--- src/rtl/dimuon_pair_mass_unit_macros.svh ---
// assertion macros shared by the dimuon pair mass rtl
`ifndef DIMUON_PAIR_MASS_UNIT_MACROS_SVH
`define DIMUON_PAIR_MASS_UNIT_MACROS_SVH

// same-cycle implication, held off during reset
`define DPM_ASSERT_IMP(name, clock, rstn, ante, cons) \
	name: assert property (@(posedge clock) disable iff (!rstn) (ante) |-> (cons)) \
		else $error("dpm assertion failed");

// next-cycle implication, held off during reset
`define DPM_ASSERT_NEXT(name, clock, rstn, ante, cons) \
	name: assert property (@(posedge clock) disable iff (!rstn) (ante) |=> (cons)) \
		else $error("dpm assertion failed");

`endif

--- src/rtl/dpm_pkg.sv ---
// shared types, constants and helpers of the dimuon pair mass unit
package dpm_pkg;

	localparam int MAX_MUONS_DEF  = 8;
	localparam int COMP_WIDTH_DEF = 20;

	localparam int E_W     = 19;
	localparam int PT_W    = 20;
	localparam int EVT_W   = 32;
	localparam int IDXO_W  = 3;
	localparam int CFG_W   = 19;
	localparam int MINC_W  = 4;
	localparam int SQ_IN_W = 33;
	localparam int SQ_W    = 64;
	localparam int ROOT_W  = 32;

	// configuration register indexes
	localparam int CFG_IDX_W = 1;
	localparam logic [CFG_IDX_W-1:0] REG_PT_MIN    = 1'b0;
	localparam logic [CFG_IDX_W-1:0] REG_MIN_COUNT = 1'b1;

	localparam logic [PT_W-1:0] PT_SAT = '1;

	// sequencer states
	typedef enum logic [4:0] {
		S_IDLE,
		S_PT_X,
		S_PT_Y,
		S_PT_ROOT,
		S_PT_WAIT,
		S_CLOSE,
		S_COUNT,
		S_SCAN,
		S_LD_I,
		S_LD_J,
		S_SQ_X,
		S_SQ_Y,
		S_SQ_Z,
		S_SQ_E,
		S_M2,
		S_MASS_WAIT,
		S_MOM_WAIT,
		S_EMIT,
		S_CLEAR
	} state_t;

	// square root unit status
	typedef struct packed {
		logic busy;
		logic done;
	} root_stat_t;

	// 64-bit add that sticks at all ones
	function automatic logic [SQ_W-1:0] sat_add64(input logic [SQ_W-1:0] a,
			input logic [SQ_W-1:0] b);
		logic [SQ_W:0] s;
		s = {1'b0, a} + {1'b0, b};
		sat_add64 = s[SQ_W] ? '1 : s[SQ_W-1:0];
	endfunction

	// clamp a root to the 20-bit result range
	function automatic logic [PT_W-1:0] sat20(input logic [ROOT_W-1:0] v);
		sat20 = (v > ROOT_W'(PT_SAT)) ? PT_SAT : v[PT_W-1:0];
	endfunction

endpackage

--- src/rtl/dpm_sqr.sv ---
// registered squarer with saturation for magnitudes of 2^32 and up
module dpm_sqr (
	input  logic                        clk,
	input  logic [dpm_pkg::SQ_IN_W-1:0] a,
	output logic [dpm_pkg::SQ_W-1:0]    sq
);

	logic [dpm_pkg::SQ_W-1:0] sq_q;

	// one 32x32 product per cycle
	always_ff @(posedge clk) begin
		if (a[dpm_pkg::SQ_IN_W-1])
			sq_q <= '1;
		else
			sq_q <= a[dpm_pkg::SQ_IN_W-2:0] * a[dpm_pkg::SQ_IN_W-2:0];
	end

	assign sq = sq_q;

endmodule

--- src/rtl/dpm_isqrt.sv ---
// iterative floor square root, one result bit per cycle
module dpm_isqrt (
	input  logic                       clk,
	input  logic                       arst_n,
	input  logic                       start,
	input  logic [dpm_pkg::SQ_W-1:0]   op,
	output dpm_pkg::root_stat_t        stat,
	output logic [dpm_pkg::ROOT_W-1:0] root
);

	localparam int REM_W = dpm_pkg::ROOT_W + 2;
	localparam int CNT_W = $clog2(dpm_pkg::ROOT_W);

	logic                       busy_q;
	logic                       done_q;
	logic [CNT_W-1:0]           cnt_q;
	logic [dpm_pkg::SQ_W-1:0]   op_q;
	logic [REM_W-1:0]           rem_q;
	logic [dpm_pkg::ROOT_W-1:0] root_q;

	logic [REM_W+1:0] rem_sh;
	logic [REM_W+1:0] trial;
	logic             ge;
	logic [REM_W+1:0] rem_diff;

	// trial subtract of the next bit pair
	always_comb begin
		rem_sh   = {rem_q, op_q[dpm_pkg::SQ_W-1 -: 2]};
		trial    = {2'b00, root_q, 2'b01};
		ge       = rem_sh >= trial;
		rem_diff = ge ? (rem_sh - trial) : rem_sh;
	end

	// control
	always_ff @(posedge clk or negedge arst_n) begin
		if (!arst_n) begin
			busy_q <= 1'b0;
			done_q <= 1'b0;
			cnt_q  <= '0;
		end else if (start) begin
			busy_q <= 1'b1;
			done_q <= 1'b0;
			cnt_q  <= '0;
		end else if (busy_q) begin
			cnt_q <= cnt_q + 1'b1;
			if (cnt_q == CNT_W'(dpm_pkg::ROOT_W - 1)) begin
				busy_q <= 1'b0;
				done_q <= 1'b1;
			end
		end else begin
			done_q <= 1'b0;
		end
	end

	// datapath
	always_ff @(posedge clk) begin
		if (start) begin
			op_q   <= op;
			rem_q  <= '0;
			root_q <= '0;
		end else if (busy_q) begin
			op_q   <= {op_q[dpm_pkg::SQ_W-3:0], 2'b00};
			rem_q  <= rem_diff[REM_W-1:0];
			root_q <= {root_q[dpm_pkg::ROOT_W-2:0], ge};
		end
	end

	assign stat.busy = busy_q;
	assign stat.done = done_q;
	assign root      = root_q;

	`include "dimuon_pair_mass_unit_macros.svh"

	`DPM_ASSERT_IMP(a_done_not_busy, clk, arst_n, done_q, !busy_q)
	`DPM_ASSERT_NEXT(a_start_busy, clk, arst_n, start, busy_q && !done_q)

endmodule

--- src/rtl/dpm_store.sv ---
// muon store: four-vector and pt per slot, one indexed read port plus all pt values
module dpm_store #(
	parameter int MAX_MUONS  = dpm_pkg::MAX_MUONS_DEF,
	parameter int COMP_WIDTH = dpm_pkg::COMP_WIDTH_DEF
) (
	input  logic                                      clk,
	input  logic                                      we,
	input  logic                                      pt_we,
	input  logic [$clog2(MAX_MUONS)-1:0]              wr_idx,
	input  logic [dpm_pkg::E_W-1:0]                   wr_energy,
	input  logic signed [COMP_WIDTH-1:0]              wr_px,
	input  logic signed [COMP_WIDTH-1:0]              wr_py,
	input  logic signed [COMP_WIDTH-1:0]              wr_pz,
	input  logic [dpm_pkg::PT_W-1:0]                  wr_pt,
	input  logic [$clog2(MAX_MUONS)-1:0]              rd_idx,
	output logic [dpm_pkg::E_W-1:0]                   rd_energy,
	output logic signed [COMP_WIDTH-1:0]              rd_px,
	output logic signed [COMP_WIDTH-1:0]              rd_py,
	output logic signed [COMP_WIDTH-1:0]              rd_pz,
	output logic [dpm_pkg::PT_W-1:0]                  rd_pt,
	output logic [MAX_MUONS-1:0][dpm_pkg::PT_W-1:0]   pt_all
);

	logic [dpm_pkg::E_W-1:0]     energy_q [MAX_MUONS];
	logic signed [COMP_WIDTH-1:0] px_q    [MAX_MUONS];
	logic signed [COMP_WIDTH-1:0] py_q    [MAX_MUONS];
	logic signed [COMP_WIDTH-1:0] pz_q    [MAX_MUONS];
	logic [MAX_MUONS-1:0][dpm_pkg::PT_W-1:0] pt_q;

	// slot writes
	always_ff @(posedge clk) begin
		if (we) begin
			energy_q[wr_idx] <= wr_energy;
			px_q[wr_idx]     <= wr_px;
			py_q[wr_idx]     <= wr_py;
			pz_q[wr_idx]     <= wr_pz;
		end
		if (pt_we)
			pt_q[wr_idx] <= wr_pt;
	end

	// single indexed read port; pt_all gives every stored pt
	assign rd_energy = energy_q[rd_idx];
	assign rd_px     = px_q[rd_idx];
	assign rd_py     = py_q[rd_idx];
	assign rd_pz     = pz_q[rd_idx];
	assign rd_pt     = pt_q[rd_idx];
	assign pt_all    = pt_q;

endmodule

--- src/rtl/dimuon_pair_mass_unit.sv ---
// dimuon pair mass unit: muon store, pair sequencer and shared arithmetic
//
//   channel   dir   handshake             payload
//   input     in    in_valid / in_ready   energy mom_x mom_y mom_z event_id has_muon last_muon
//   output    out   out_valid / out_ready out_event_id pair_mass pair_momentum first_pt
//                                         second_pt first_index second_index overflow last_pair
//   config    in    cfg_we                cfg_index cfg_data
//
// a stored muon takes two squares on the shared multiplier, then a 32-step square
// root. closing an event passes the close and count states, then the pair scan, and
// each passing pair takes two 32-step roots on the one root unit.
// in_ready is high only in the idle state; one request is worked on at a time.
// a result waits in the output register while the sequencer goes on to the next pair.
// arst_n clears control state and sets the two configuration registers to their defaults; no clearing pass.
module dimuon_pair_mass_unit #(
	parameter int MAX_MUONS  = dpm_pkg::MAX_MUONS_DEF,
	parameter int COMP_WIDTH = dpm_pkg::COMP_WIDTH_DEF
) (
	input  logic                            clk,
	input  logic                            arst_n,
	input  logic                            in_valid,
	output logic                            in_ready,
	input  logic [dpm_pkg::E_W-1:0]         energy,
	input  logic signed [COMP_WIDTH-1:0]    mom_x,
	input  logic signed [COMP_WIDTH-1:0]    mom_y,
	input  logic signed [COMP_WIDTH-1:0]    mom_z,
	input  logic [dpm_pkg::EVT_W-1:0]       event_id,
	input  logic                            has_muon,
	input  logic                            last_muon,
	output logic                            out_valid,
	input  logic                            out_ready,
	output logic [dpm_pkg::EVT_W-1:0]       out_event_id,
	output logic [dpm_pkg::PT_W-1:0]        pair_mass,
	output logic [dpm_pkg::PT_W-1:0]        pair_momentum,
	output logic [dpm_pkg::PT_W-1:0]        first_pt,
	output logic [dpm_pkg::PT_W-1:0]        second_pt,
	output logic [dpm_pkg::IDXO_W-1:0]      first_index,
	output logic [dpm_pkg::IDXO_W-1:0]      second_index,
	output logic                            overflow,
	output logic                            last_pair,
	input  logic                            cfg_we,
	input  logic [dpm_pkg::CFG_IDX_W-1:0]   cfg_index,
	input  logic [dpm_pkg::CFG_W-1:0]       cfg_data
);

	localparam int SW     = COMP_WIDTH + 1;
	localparam int CNT_W  = $clog2(MAX_MUONS + 1);
	localparam int IDX_W  = $clog2(MAX_MUONS);
	localparam int NPAIR  = MAX_MUONS * (MAX_MUONS - 1) / 2;
	localparam int PAIR_W = $clog2(NPAIR + 1);
	localparam int PROD_W = 2 * CNT_W;

	// magnitude of a signed component or sum, zero-extended to the squarer width
	function automatic logic [dpm_pkg::SQ_IN_W-1:0] mag(input logic signed [SW-1:0] v);
		logic [SW-1:0] u;
		u = v[SW-1] ? SW'(-v) : SW'(v);
		mag = dpm_pkg::SQ_IN_W'(u);
	endfunction

	dpm_pkg::state_t state_q, state_nx;

	// configuration
	logic [dpm_pkg::CFG_W-1:0]  pt_min_q;
	logic [dpm_pkg::MINC_W-1:0] min_count_q;

	// event state
	logic [CNT_W-1:0]          count_q;
	logic                      overflow_q;
	logic [dpm_pkg::EVT_W-1:0] event_q;
	logic                      last_q;
	logic signed [COMP_WIDTH-1:0] px_q, py_q;

	// pair walk
	logic [MAX_MUONS-1:0] pass_q;
	logic [MAX_MUONS-1:0] pass_nx;
	logic [CNT_W-1:0]     i_q, j_q;
	logic [PAIR_W-1:0]    total_q, emitted_q;
	logic [CNT_W-1:0]     pcount;
	logic [PROD_W-1:0]    pprod;

	// pair operands and results
	logic [dpm_pkg::E_W-1:0]      ei_q;
	logic signed [COMP_WIDTH-1:0] pxi_q, pyi_q, pzi_q;
	logic [dpm_pkg::PT_W-1:0]     pti_q, ptj_q;
	logic [dpm_pkg::E_W:0]        sum_e_q;
	logic signed [SW-1:0]         sx_q, sy_q, sz_q;
	logic [dpm_pkg::SQ_W-1:0]     p2_q;
	logic [dpm_pkg::PT_W-1:0]     mass_q, mom_q;

	// output register
	logic                          out_valid_q;
	logic [dpm_pkg::EVT_W-1:0]     out_event_q;
	logic [dpm_pkg::PT_W-1:0]      out_mass_q, out_mom_q, out_pt1_q, out_pt2_q;
	logic [dpm_pkg::IDXO_W-1:0]    out_idx1_q, out_idx2_q;
	logic                          out_ovf_q, out_last_q;

	// shared units
	logic [dpm_pkg::SQ_IN_W-1:0] sq_a;
	logic [dpm_pkg::SQ_W-1:0]    sq;
	logic                        root_start;
	logic [dpm_pkg::SQ_W-1:0]    root_op;
	dpm_pkg::root_stat_t         root_stat;
	logic [dpm_pkg::ROOT_W-1:0]  root;

	// store access
	logic                         st_we, pt_we;
	logic [IDX_W-1:0]             rd_idx;
	logic [dpm_pkg::E_W-1:0]      rd_energy;
	logic signed [COMP_WIDTH-1:0] rd_px, rd_py, rd_pz;
	logic [dpm_pkg::PT_W-1:0]     rd_pt;
	logic [MAX_MUONS-1:0][dpm_pkg::PT_W-1:0] pt_all;

	logic in_acc, room, out_free, out_load;
	logic pass_i, pass_j;
	logic [dpm_pkg::SQ_W-1:0] e2_gt_p2_diff;

	assign in_acc   = in_valid && in_ready;
	assign room     = count_q < CNT_W'(MAX_MUONS);
	assign out_free = !out_valid_q || out_ready;
	assign out_load = (state_q == dpm_pkg::S_EMIT) && out_free;
	assign pass_i   = pass_q[i_q[IDX_W-1:0]];
	assign pass_j   = pass_q[j_q[IDX_W-1:0]];
	assign e2_gt_p2_diff = (sq > p2_q) ? (sq - p2_q) : '0;

	dpm_store #(
		.MAX_MUONS (MAX_MUONS),
		.COMP_WIDTH(COMP_WIDTH)
	) u_store (
		.clk      (clk),
		.we       (st_we),
		.pt_we    (pt_we),
		.wr_idx   (count_q[IDX_W-1:0]),
		.wr_energy(energy),
		.wr_px    (mom_x),
		.wr_py    (mom_y),
		.wr_pz    (mom_z),
		.wr_pt    (dpm_pkg::sat20(root)),
		.rd_idx   (rd_idx),
		.rd_energy(rd_energy),
		.rd_px    (rd_px),
		.rd_py    (rd_py),
		.rd_pz    (rd_pz),
		.rd_pt    (rd_pt),
		.pt_all   (pt_all)
	);

	dpm_sqr u_sqr (
		.clk(clk),
		.a  (sq_a),
		.sq (sq)
	);

	dpm_isqrt u_isqrt (
		.clk   (clk),
		.arst_n(arst_n),
		.start (root_start),
		.op    (root_op),
		.stat  (root_stat),
		.root  (root)
	);

	// pass mask of stored muons against the pt cut
	always_comb begin
		for (int k = 0; k < MAX_MUONS; k++)
			pass_nx[k] = (CNT_W'(k) < count_q) && (pt_all[k] >= {1'b0, pt_min_q});
	end

	// number of passing muons and twice the number of pairs among them
	always_comb begin
		pcount = CNT_W'($countones(pass_q));
		pprod  = PROD_W'(pcount) * PROD_W'(pcount - 1'b1);
	end

	// next state
	always_comb begin
		state_nx = state_q;
		unique case (state_q)
			dpm_pkg::S_IDLE: begin
				if (in_acc) begin
					if (has_muon && room)
						state_nx = dpm_pkg::S_PT_X;
					else if (last_muon)
						state_nx = dpm_pkg::S_CLOSE;
				end
			end
			dpm_pkg::S_PT_X:    state_nx = dpm_pkg::S_PT_Y;
			dpm_pkg::S_PT_Y:    state_nx = dpm_pkg::S_PT_ROOT;
			dpm_pkg::S_PT_ROOT: state_nx = dpm_pkg::S_PT_WAIT;
			dpm_pkg::S_PT_WAIT: begin
				if (root_stat.done)
					state_nx = last_q ? dpm_pkg::S_CLOSE : dpm_pkg::S_IDLE;
			end
			dpm_pkg::S_CLOSE:   state_nx = dpm_pkg::S_COUNT;
			dpm_pkg::S_COUNT: begin
				if ((dpm_pkg::MINC_W'(count_q) < min_count_q) || (pcount < CNT_W'(2)))
					state_nx = dpm_pkg::S_CLEAR;
				else
					state_nx = dpm_pkg::S_SCAN;
			end
			dpm_pkg::S_SCAN: begin
				if (({1'b0, i_q} + 1'b1) >= {1'b0, count_q})
					state_nx = dpm_pkg::S_CLEAR;
				else if (!pass_i || (j_q >= count_q) || !pass_j)
					state_nx = dpm_pkg::S_SCAN;
				else
					state_nx = dpm_pkg::S_LD_I;
			end
			dpm_pkg::S_LD_I:    state_nx = dpm_pkg::S_LD_J;
			dpm_pkg::S_LD_J:    state_nx = dpm_pkg::S_SQ_X;
			dpm_pkg::S_SQ_X:    state_nx = dpm_pkg::S_SQ_Y;
			dpm_pkg::S_SQ_Y:    state_nx = dpm_pkg::S_SQ_Z;
			dpm_pkg::S_SQ_Z:    state_nx = dpm_pkg::S_SQ_E;
			dpm_pkg::S_SQ_E:    state_nx = dpm_pkg::S_M2;
			dpm_pkg::S_M2:      state_nx = dpm_pkg::S_MASS_WAIT;
			dpm_pkg::S_MASS_WAIT: begin
				if (root_stat.done)
					state_nx = dpm_pkg::S_MOM_WAIT;
			end
			dpm_pkg::S_MOM_WAIT: begin
				if (root_stat.done)
					state_nx = dpm_pkg::S_EMIT;
			end
			dpm_pkg::S_EMIT: begin
				if (out_free)
					state_nx = dpm_pkg::S_SCAN;
			end
			dpm_pkg::S_CLEAR:   state_nx = dpm_pkg::S_IDLE;
			default:            state_nx = dpm_pkg::S_IDLE;
		endcase
	end

	// sequencer outputs
	always_comb begin
		in_ready   = 1'b0;
		st_we      = 1'b0;
		pt_we      = 1'b0;
		rd_idx     = i_q[IDX_W-1:0];
		sq_a       = '0;
		root_start = 1'b0;
		root_op    = p2_q;
		unique case (state_q)
			dpm_pkg::S_IDLE: begin
				in_ready = 1'b1;
				st_we    = in_valid && has_muon && room;
			end
			dpm_pkg::S_PT_X: sq_a = mag({px_q[COMP_WIDTH-1], px_q});
			dpm_pkg::S_PT_Y: sq_a = mag({py_q[COMP_WIDTH-1], py_q});
			dpm_pkg::S_PT_ROOT: begin
				root_start = 1'b1;
				root_op    = dpm_pkg::sat_add64(p2_q, sq);
			end
			dpm_pkg::S_PT_WAIT: pt_we = root_stat.done;
			dpm_pkg::S_LD_J:    rd_idx = j_q[IDX_W-1:0];
			dpm_pkg::S_SQ_X:    sq_a = mag(sx_q);
			dpm_pkg::S_SQ_Y:    sq_a = mag(sy_q);
			dpm_pkg::S_SQ_Z:    sq_a = mag(sz_q);
			dpm_pkg::S_SQ_E:    sq_a = dpm_pkg::SQ_IN_W'(sum_e_q);
			dpm_pkg::S_M2: begin
				root_start = 1'b1;
				root_op    = e2_gt_p2_diff;
			end
			dpm_pkg::S_MASS_WAIT: root_start = root_stat.done;
			default: ;
		endcase
	end

	// state and control registers
	always_ff @(posedge clk or negedge arst_n) begin
		if (!arst_n) begin
			state_q     <= dpm_pkg::S_IDLE;
			pt_min_q    <= dpm_pkg::CFG_W'(8);
			min_count_q <= dpm_pkg::MINC_W'(2);
			count_q     <= '0;
			overflow_q  <= 1'b0;
			event_q     <= '0;
			out_valid_q <= 1'b0;
			i_q         <= '0;
			j_q         <= '0;
			emitted_q   <= '0;
			total_q     <= '0;
		end else begin
			state_q <= state_nx;

			// configuration writes
			if (cfg_we) begin
				unique case (cfg_index)
					dpm_pkg::REG_PT_MIN:    pt_min_q    <= cfg_data;
					dpm_pkg::REG_MIN_COUNT: min_count_q <= cfg_data[dpm_pkg::MINC_W-1:0];
					default: ;
				endcase
			end

			// request intake
			if (in_acc) begin
				event_q <= event_id;
				if (has_muon && !room)
					overflow_q <= 1'b1;
			end

			if (pt_we)
				count_q <= count_q + 1'b1;

			// pair walk setup
			if (state_q == dpm_pkg::S_COUNT) begin
				total_q   <= PAIR_W'(pprod >> 1);
				emitted_q <= '0;
				i_q       <= '0;
				j_q       <= CNT_W'(1);
			end

			// scan to the next passing pair
			if (state_q == dpm_pkg::S_SCAN) begin
				if (!pass_i || (j_q >= count_q)) begin
					i_q <= i_q + 1'b1;
					j_q <= i_q + CNT_W'(2);
				end else if (!pass_j) begin
					j_q <= j_q + 1'b1;
				end
			end

			if (out_load) begin
				emitted_q <= emitted_q + 1'b1;
				j_q       <= j_q + 1'b1;
			end

			// output register
			if (out_load)
				out_valid_q <= 1'b1;
			else if (out_ready)
				out_valid_q <= 1'b0;

			if (state_q == dpm_pkg::S_CLEAR) begin
				count_q    <= '0;
				overflow_q <= 1'b0;
			end
		end
	end

	// datapath registers
	always_ff @(posedge clk) begin
		if (in_acc) begin
			last_q <= last_muon;
			px_q   <= mom_x;
			py_q   <= mom_y;
		end
		if (state_q == dpm_pkg::S_CLOSE)
			pass_q <= pass_nx;
		if (state_q == dpm_pkg::S_PT_Y)
			p2_q <= sq;
		if (state_q == dpm_pkg::S_LD_I) begin
			ei_q  <= rd_energy;
			pxi_q <= rd_px;
			pyi_q <= rd_py;
			pzi_q <= rd_pz;
			pti_q <= rd_pt;
		end
		if (state_q == dpm_pkg::S_LD_J) begin
			sum_e_q <= {1'b0, ei_q} + {1'b0, rd_energy};
			sx_q    <= {pxi_q[COMP_WIDTH-1], pxi_q} + {rd_px[COMP_WIDTH-1], rd_px};
			sy_q    <= {pyi_q[COMP_WIDTH-1], pyi_q} + {rd_py[COMP_WIDTH-1], rd_py};
			sz_q    <= {pzi_q[COMP_WIDTH-1], pzi_q} + {rd_pz[COMP_WIDTH-1], rd_pz};
			ptj_q   <= rd_pt;
		end
		if (state_q == dpm_pkg::S_SQ_Y)
			p2_q <= sq;
		if ((state_q == dpm_pkg::S_SQ_Z) || (state_q == dpm_pkg::S_SQ_E))
			p2_q <= dpm_pkg::sat_add64(p2_q, sq);
		if ((state_q == dpm_pkg::S_MASS_WAIT) && root_stat.done)
			mass_q <= dpm_pkg::sat20(root);
		if ((state_q == dpm_pkg::S_MOM_WAIT) && root_stat.done)
			mom_q <= dpm_pkg::sat20(root);
		if (out_load) begin
			out_event_q <= event_q;
			out_mass_q  <= mass_q;
			out_mom_q   <= mom_q;
			out_pt1_q   <= pti_q;
			out_pt2_q   <= ptj_q;
			out_idx1_q  <= dpm_pkg::IDXO_W'(i_q);
			out_idx2_q  <= dpm_pkg::IDXO_W'(j_q);
			out_ovf_q   <= overflow_q;
			out_last_q  <= (emitted_q == (total_q - 1'b1));
		end
	end

	assign out_valid     = out_valid_q;
	assign out_event_id  = out_event_q;
	assign pair_mass     = out_mass_q;
	assign pair_momentum = out_mom_q;
	assign first_pt      = out_pt1_q;
	assign second_pt     = out_pt2_q;
	assign first_index   = out_idx1_q;
	assign second_index  = out_idx2_q;
	assign overflow      = out_ovf_q;
	assign last_pair     = out_last_q;

	`include "dimuon_pair_mass_unit_macros.svh"

	`DPM_ASSERT_IMP(a_count_range, clk, arst_n, 1'b1, count_q <= CNT_W'(MAX_MUONS))
	`DPM_ASSERT_IMP(a_root_free, clk, arst_n, root_start, !root_stat.busy)
	`DPM_ASSERT_IMP(a_emit_bound, clk, arst_n, out_load, emitted_q < total_q)
	`DPM_ASSERT_NEXT(a_busy_after_store, clk, arst_n, st_we, !in_ready)

endmodule
--- config.mk ---
export PLATFORM = sky130hd
export DESIGN_NAME = dimuon_pair_mass_unit
export DESIGN_NICKNAME = d
export VERILOG_FILES = /design/src/rtl/dpm_pkg.sv /design/src/rtl/dpm_sqr.sv /design/src/rtl/dpm_isqrt.sv /design/src/rtl/dpm_store.sv /design/src/rtl/dimuon_pair_mass_unit.sv
export VERILOG_INCLUDE_DIRS = /design/src /design/src/rtl
export SDC_FILE = /design/constraint.sdc
export NUM_CORES = 2
export LEC_CHECK = 0
export ABC_AREA = 0
export BUFFER_PORTS_ARGS = -buffer_cell sky130_fd_sc_hd__buf_2
export CAP_MARGIN = 10
export CORE_ASPECT_RATIO = 1.5
export CORE_MARGIN = 2
export CORE_UTILIZATION = 59
export CTS_BUF_LIST = sky130_fd_sc_hd__clkbuf_8
export CTS_CLUSTER_DIAMETER = 150
export DETAILED_ROUTE_END_ITERATION = 8
export PLACE_DENSITY = 0.79
export SYNTH_ARGS = -nofsm -noshare
export SYNTH_HDL_FRONTEND = slang
export SYNTH_SLANG_ARGS = --single-unit
--- constraint.sdc ---
create_clock -name clk -period 9.72 [get_ports clk]
set_input_delay 0.972 -clock clk [delete_from_list [all_inputs] [get_ports clk]]
set_output_delay 0.972 -clock clk [all_outputs]
set_load 0.005 [all_outputs]
==> impl_metrics.env <==
export IMPL_final_cell_mix="1331 x edfxtp_1, 732 x inv_1, 539 x ha_1, 443 x nor2_1, 435 x nand2_1"
export IMPL_endpoint_kind="flip-flop"
export IMPL_yosys_area_top_type_share=0.4668
export IMPL_netlist_area_um2=85630
export IMPL_antenna_found_initial=20
export IMPL_gr_usage_all_layers=0.3111
export IMPL_crit_fanout=6
export IMPL_worstMarginPinSlew_ns=1.147
export IMPL_hpwlAfterDp_mm=165.8
export IMPL_cts_buffer_depth=3
export IMPL_crit_top_cell="fa_1"
export IMPL_maxCapViolCount=0
export IMPL_worstHoldPathType="in -> reg"
export IMPL_critPathSlowestCell="fa_1"
export IMPL_overflow=0
export IMPL_synth_edf_count=1331
export IMPL_place_gp_congestion=0.9684
export IMPL_yosysTopAreaCell="edfxtp_1"
export IMPL_drc=0
export IMPL_synthTopCellsByArea="edfxtp_1 47%, ha_1 7.9%, fa_1 7.5%"
export IMPL_root_buffer="clkbuf_8"
export IMPL_worst_r2r_cell_count=32
export IMPL_relSlewSlack=0.2272
export IMPL_place_ws_ns=0.05132
export IMPL_r2r_start="py_q[9]"
export IMPL_ys_types=98
export IMPL_start_util=0.5929
export IMPL_grt_max_degree=106
export IMPL_cp_slowest_stage_delay_ns=0.57
export IMPL_r2r_slack_ns=0.36
export IMPL_min_delay_worst_endpoint="pt_min_q[7]"
export IMPL_drive_above_1_share=0.1575
export IMPL_grt_pass1_wl_mm=348.0
export IMPL_first_pass_iters=6
export IMPL_synth_seq_area_share=0.5184
export IMPL_vdd_drop_max_mv=0.2744
export IMPL_power_w=0.02976
export IMPL_avgViaCountPerCell=6.167
export IMPL_clock_latency_ns=0.99
export IMPL_cts_buffers=212
export IMPL_fin_crit_sh=0.9632
export IMPL_synthFlopType="edfxtp_1"
export IMPL_p_leak_nw=38.21
export IMPL_row_count=171
export IMPL_port_buffers=259
export IMPL_routed_wirelength_mm=230.1
export IMPL_via_count=57164
export IMPL_syn2layout_area_growth_pct=10.24
export IMPL_skew_ns=0.05702
export IMPL_setup_violations=0
export IMPL_antenna_left=0
export IMPL_grt_pass1_vias=59799
export IMPL_hold_start="cfg_data[7]"
export IMPL_cp_depth=32
export IMPL_core_area_um2=144400
export IMPL_rr_endpoint="u_sqr.sq[27]"
export IMPL_p_per_area_nw_per_um2=315.3
export IMPL_cts_tree="yes"
export IMPL_routedWlPerCell_um=24.82
export IMPL_period_minus_slack_ns=9.362
export IMPL_fin_cells=9269
export IMPL_hold_violations=0
export IMPL_yosys_warnings=0
export IMPL_synth_seq_cells=1529
export IMPL_clk_pin_slew_worst_paths_ns=0.07
export IMPL_run_status="completed"
export IMPL_h_tree_depth=4
export IMPL_critPathTopFamily="adder cells"
export IMPL_drtIter0Drc=5089
export IMPL_dieArea_um2=148300
export IMPL_crit_buf_inv=5
export IMPL_post_place_cells=8869
export IMPL_async_reset_ff_frac=0.05952
export IMPL_worst_slack_ns=0.3575
export IMPL_cts_sinks=1529
export IMPL_fp_dieW_um=315.1
export IMPL_syn_inst=6773
export IMPL_cp_required_ns=10.54
export IMPL_max_freq_ghz=0.1068
export IMPL_final_common_cell="edfxtp_1"
export IMPL_start_kind="flip-flop"
export IMPL_fin_setup_tns_ns=0
export IMPL_die_h_um=470.6
export IMPL_finalMaxSlewViolations=0
export IMPL_worst_setup_path_type="reg -> reg"
export IMPL_whs_path_depth=3
export IMPL_fin_nets=8180
export IMPL_cp_arrival_ns=10.18
export IMPL_syn_area_per_cell_um2=12.64
export IMPL_io_pins=260
export IMPL_rsz0062_at_grt="true"
## report_power, final
group / leakage, nW / switching [W] / total (W) / internal [W]
sequential: 14.1 / 0.000591 / 0.00935 / 0.00875
combinational: 21.6 / 0.00927 / 0.0153 / 0.00601
clock: 2.46 / 0.00252 / 0.00515 / 0.00262
## kinds of logic after synthesis
logic type / synth area share
AND/OR/NAND/NOR: 0.07962
other: 0.00008770
XOR/XNOR: 0.03169
AO/OA/AOI/OAI: 0.09398
buffers and inverters: 0.04104
multiplexers: 0.08115
adder cells (fa/ha/maj): 0.1540
flip-flops: 0.5184
## worst min-delay path, cell delays in order
cell	delay [ns]
buf_2	0.07
nand2_1	0.03
o21ai_0	0.06
## registers in the layout (all words and copies together) (netlist names), 41 cells and up
name,cells
u_store.pz_q,160
u_store.pt_all,160
u_isqrt.op_q,64
u_sqr.sq,41
u_store.energy_q,152
u_store.py_q,160
p2_q,64
u_store.px_q,160
## worst max-delay path by stage
stage	startpoint	end	slack, ns
final	py_q[9]	u_sqr.sq[27]	0.36
after global placement	py_q[9]	u_sqr.sq[41]	0.14
after detailed placement	py_q[9]	u_sqr.sq[41]	0.05
after global routing	py_q[9]	u_sqr.sq[41]	-0.02
after CTS	py_q[9]	u_sqr.sq[41]	0.06
after floorplan	state_q[2]	u_store.energy_q[0][0]	0.33
## per-stage QoR
step,util,hold WS [ns],cell area (um^2)
floorplan,-,0.4003,85680
global placement,0.6225,0.4008,89910
detailed placement,0.6226,0.4045,89920
CTS,0.6528,0.1106,94280
global route,0.6536,0.1516,94390
finish,0.6537,0.1838,94400
## final cells by class
cell class,count,area [um^2]
Sequential cell,1529,44390
Fill cell,10446,50020
Timing Repair Buffer,420,2564
Inverter,685,2587
Clock inverter,169,1300
Multi-Input combinational cell,4333,38100
Tap cell,1903,2381
Antenna cell,8,20.02
Clock buffer,222,3055
## routing by layer
| metal | global-route usage | wire length, um |
|---|---|---|
| met5 | 0 | 84 |
| met2 | 0.5515 | 120400 |
| met4 | 0.1686 | 13040 |
| met3 | 0.05241 | 15300 |
| met1 | 0.3563 | 81250 |
## cell usage after synthesis, types with 47 or more instances
cell,n
a21o_1,119
nor2b_1,53
nor3_1,103
xor2_1,110
o21ai_0,352
nand4_1,70
o21a_1,61
edfxtp_1,1331
mux2_2,134
clkbuf_1,185
fa_1,322
a21oi_1,315
mux4_2,202
nand2b_1,63
or3_1,47
dfxtp_1,107
inv_1,675
mux2i_1,89
nand3_1,69
nor2_1,461
nand2_1,437
dfrtp_1,89
ha_1,539
xnor2_1,198
## timing repair
action / in CTS / in global routing
endpoints found under the setup margin: 0 / 8
hold buffers: 1 / 0
hold endpoints to repair: 8 / 0
buffers inserted: 0 / 0
gates resized for setup: 0 / 22
(Power assumes the default switching activity.)
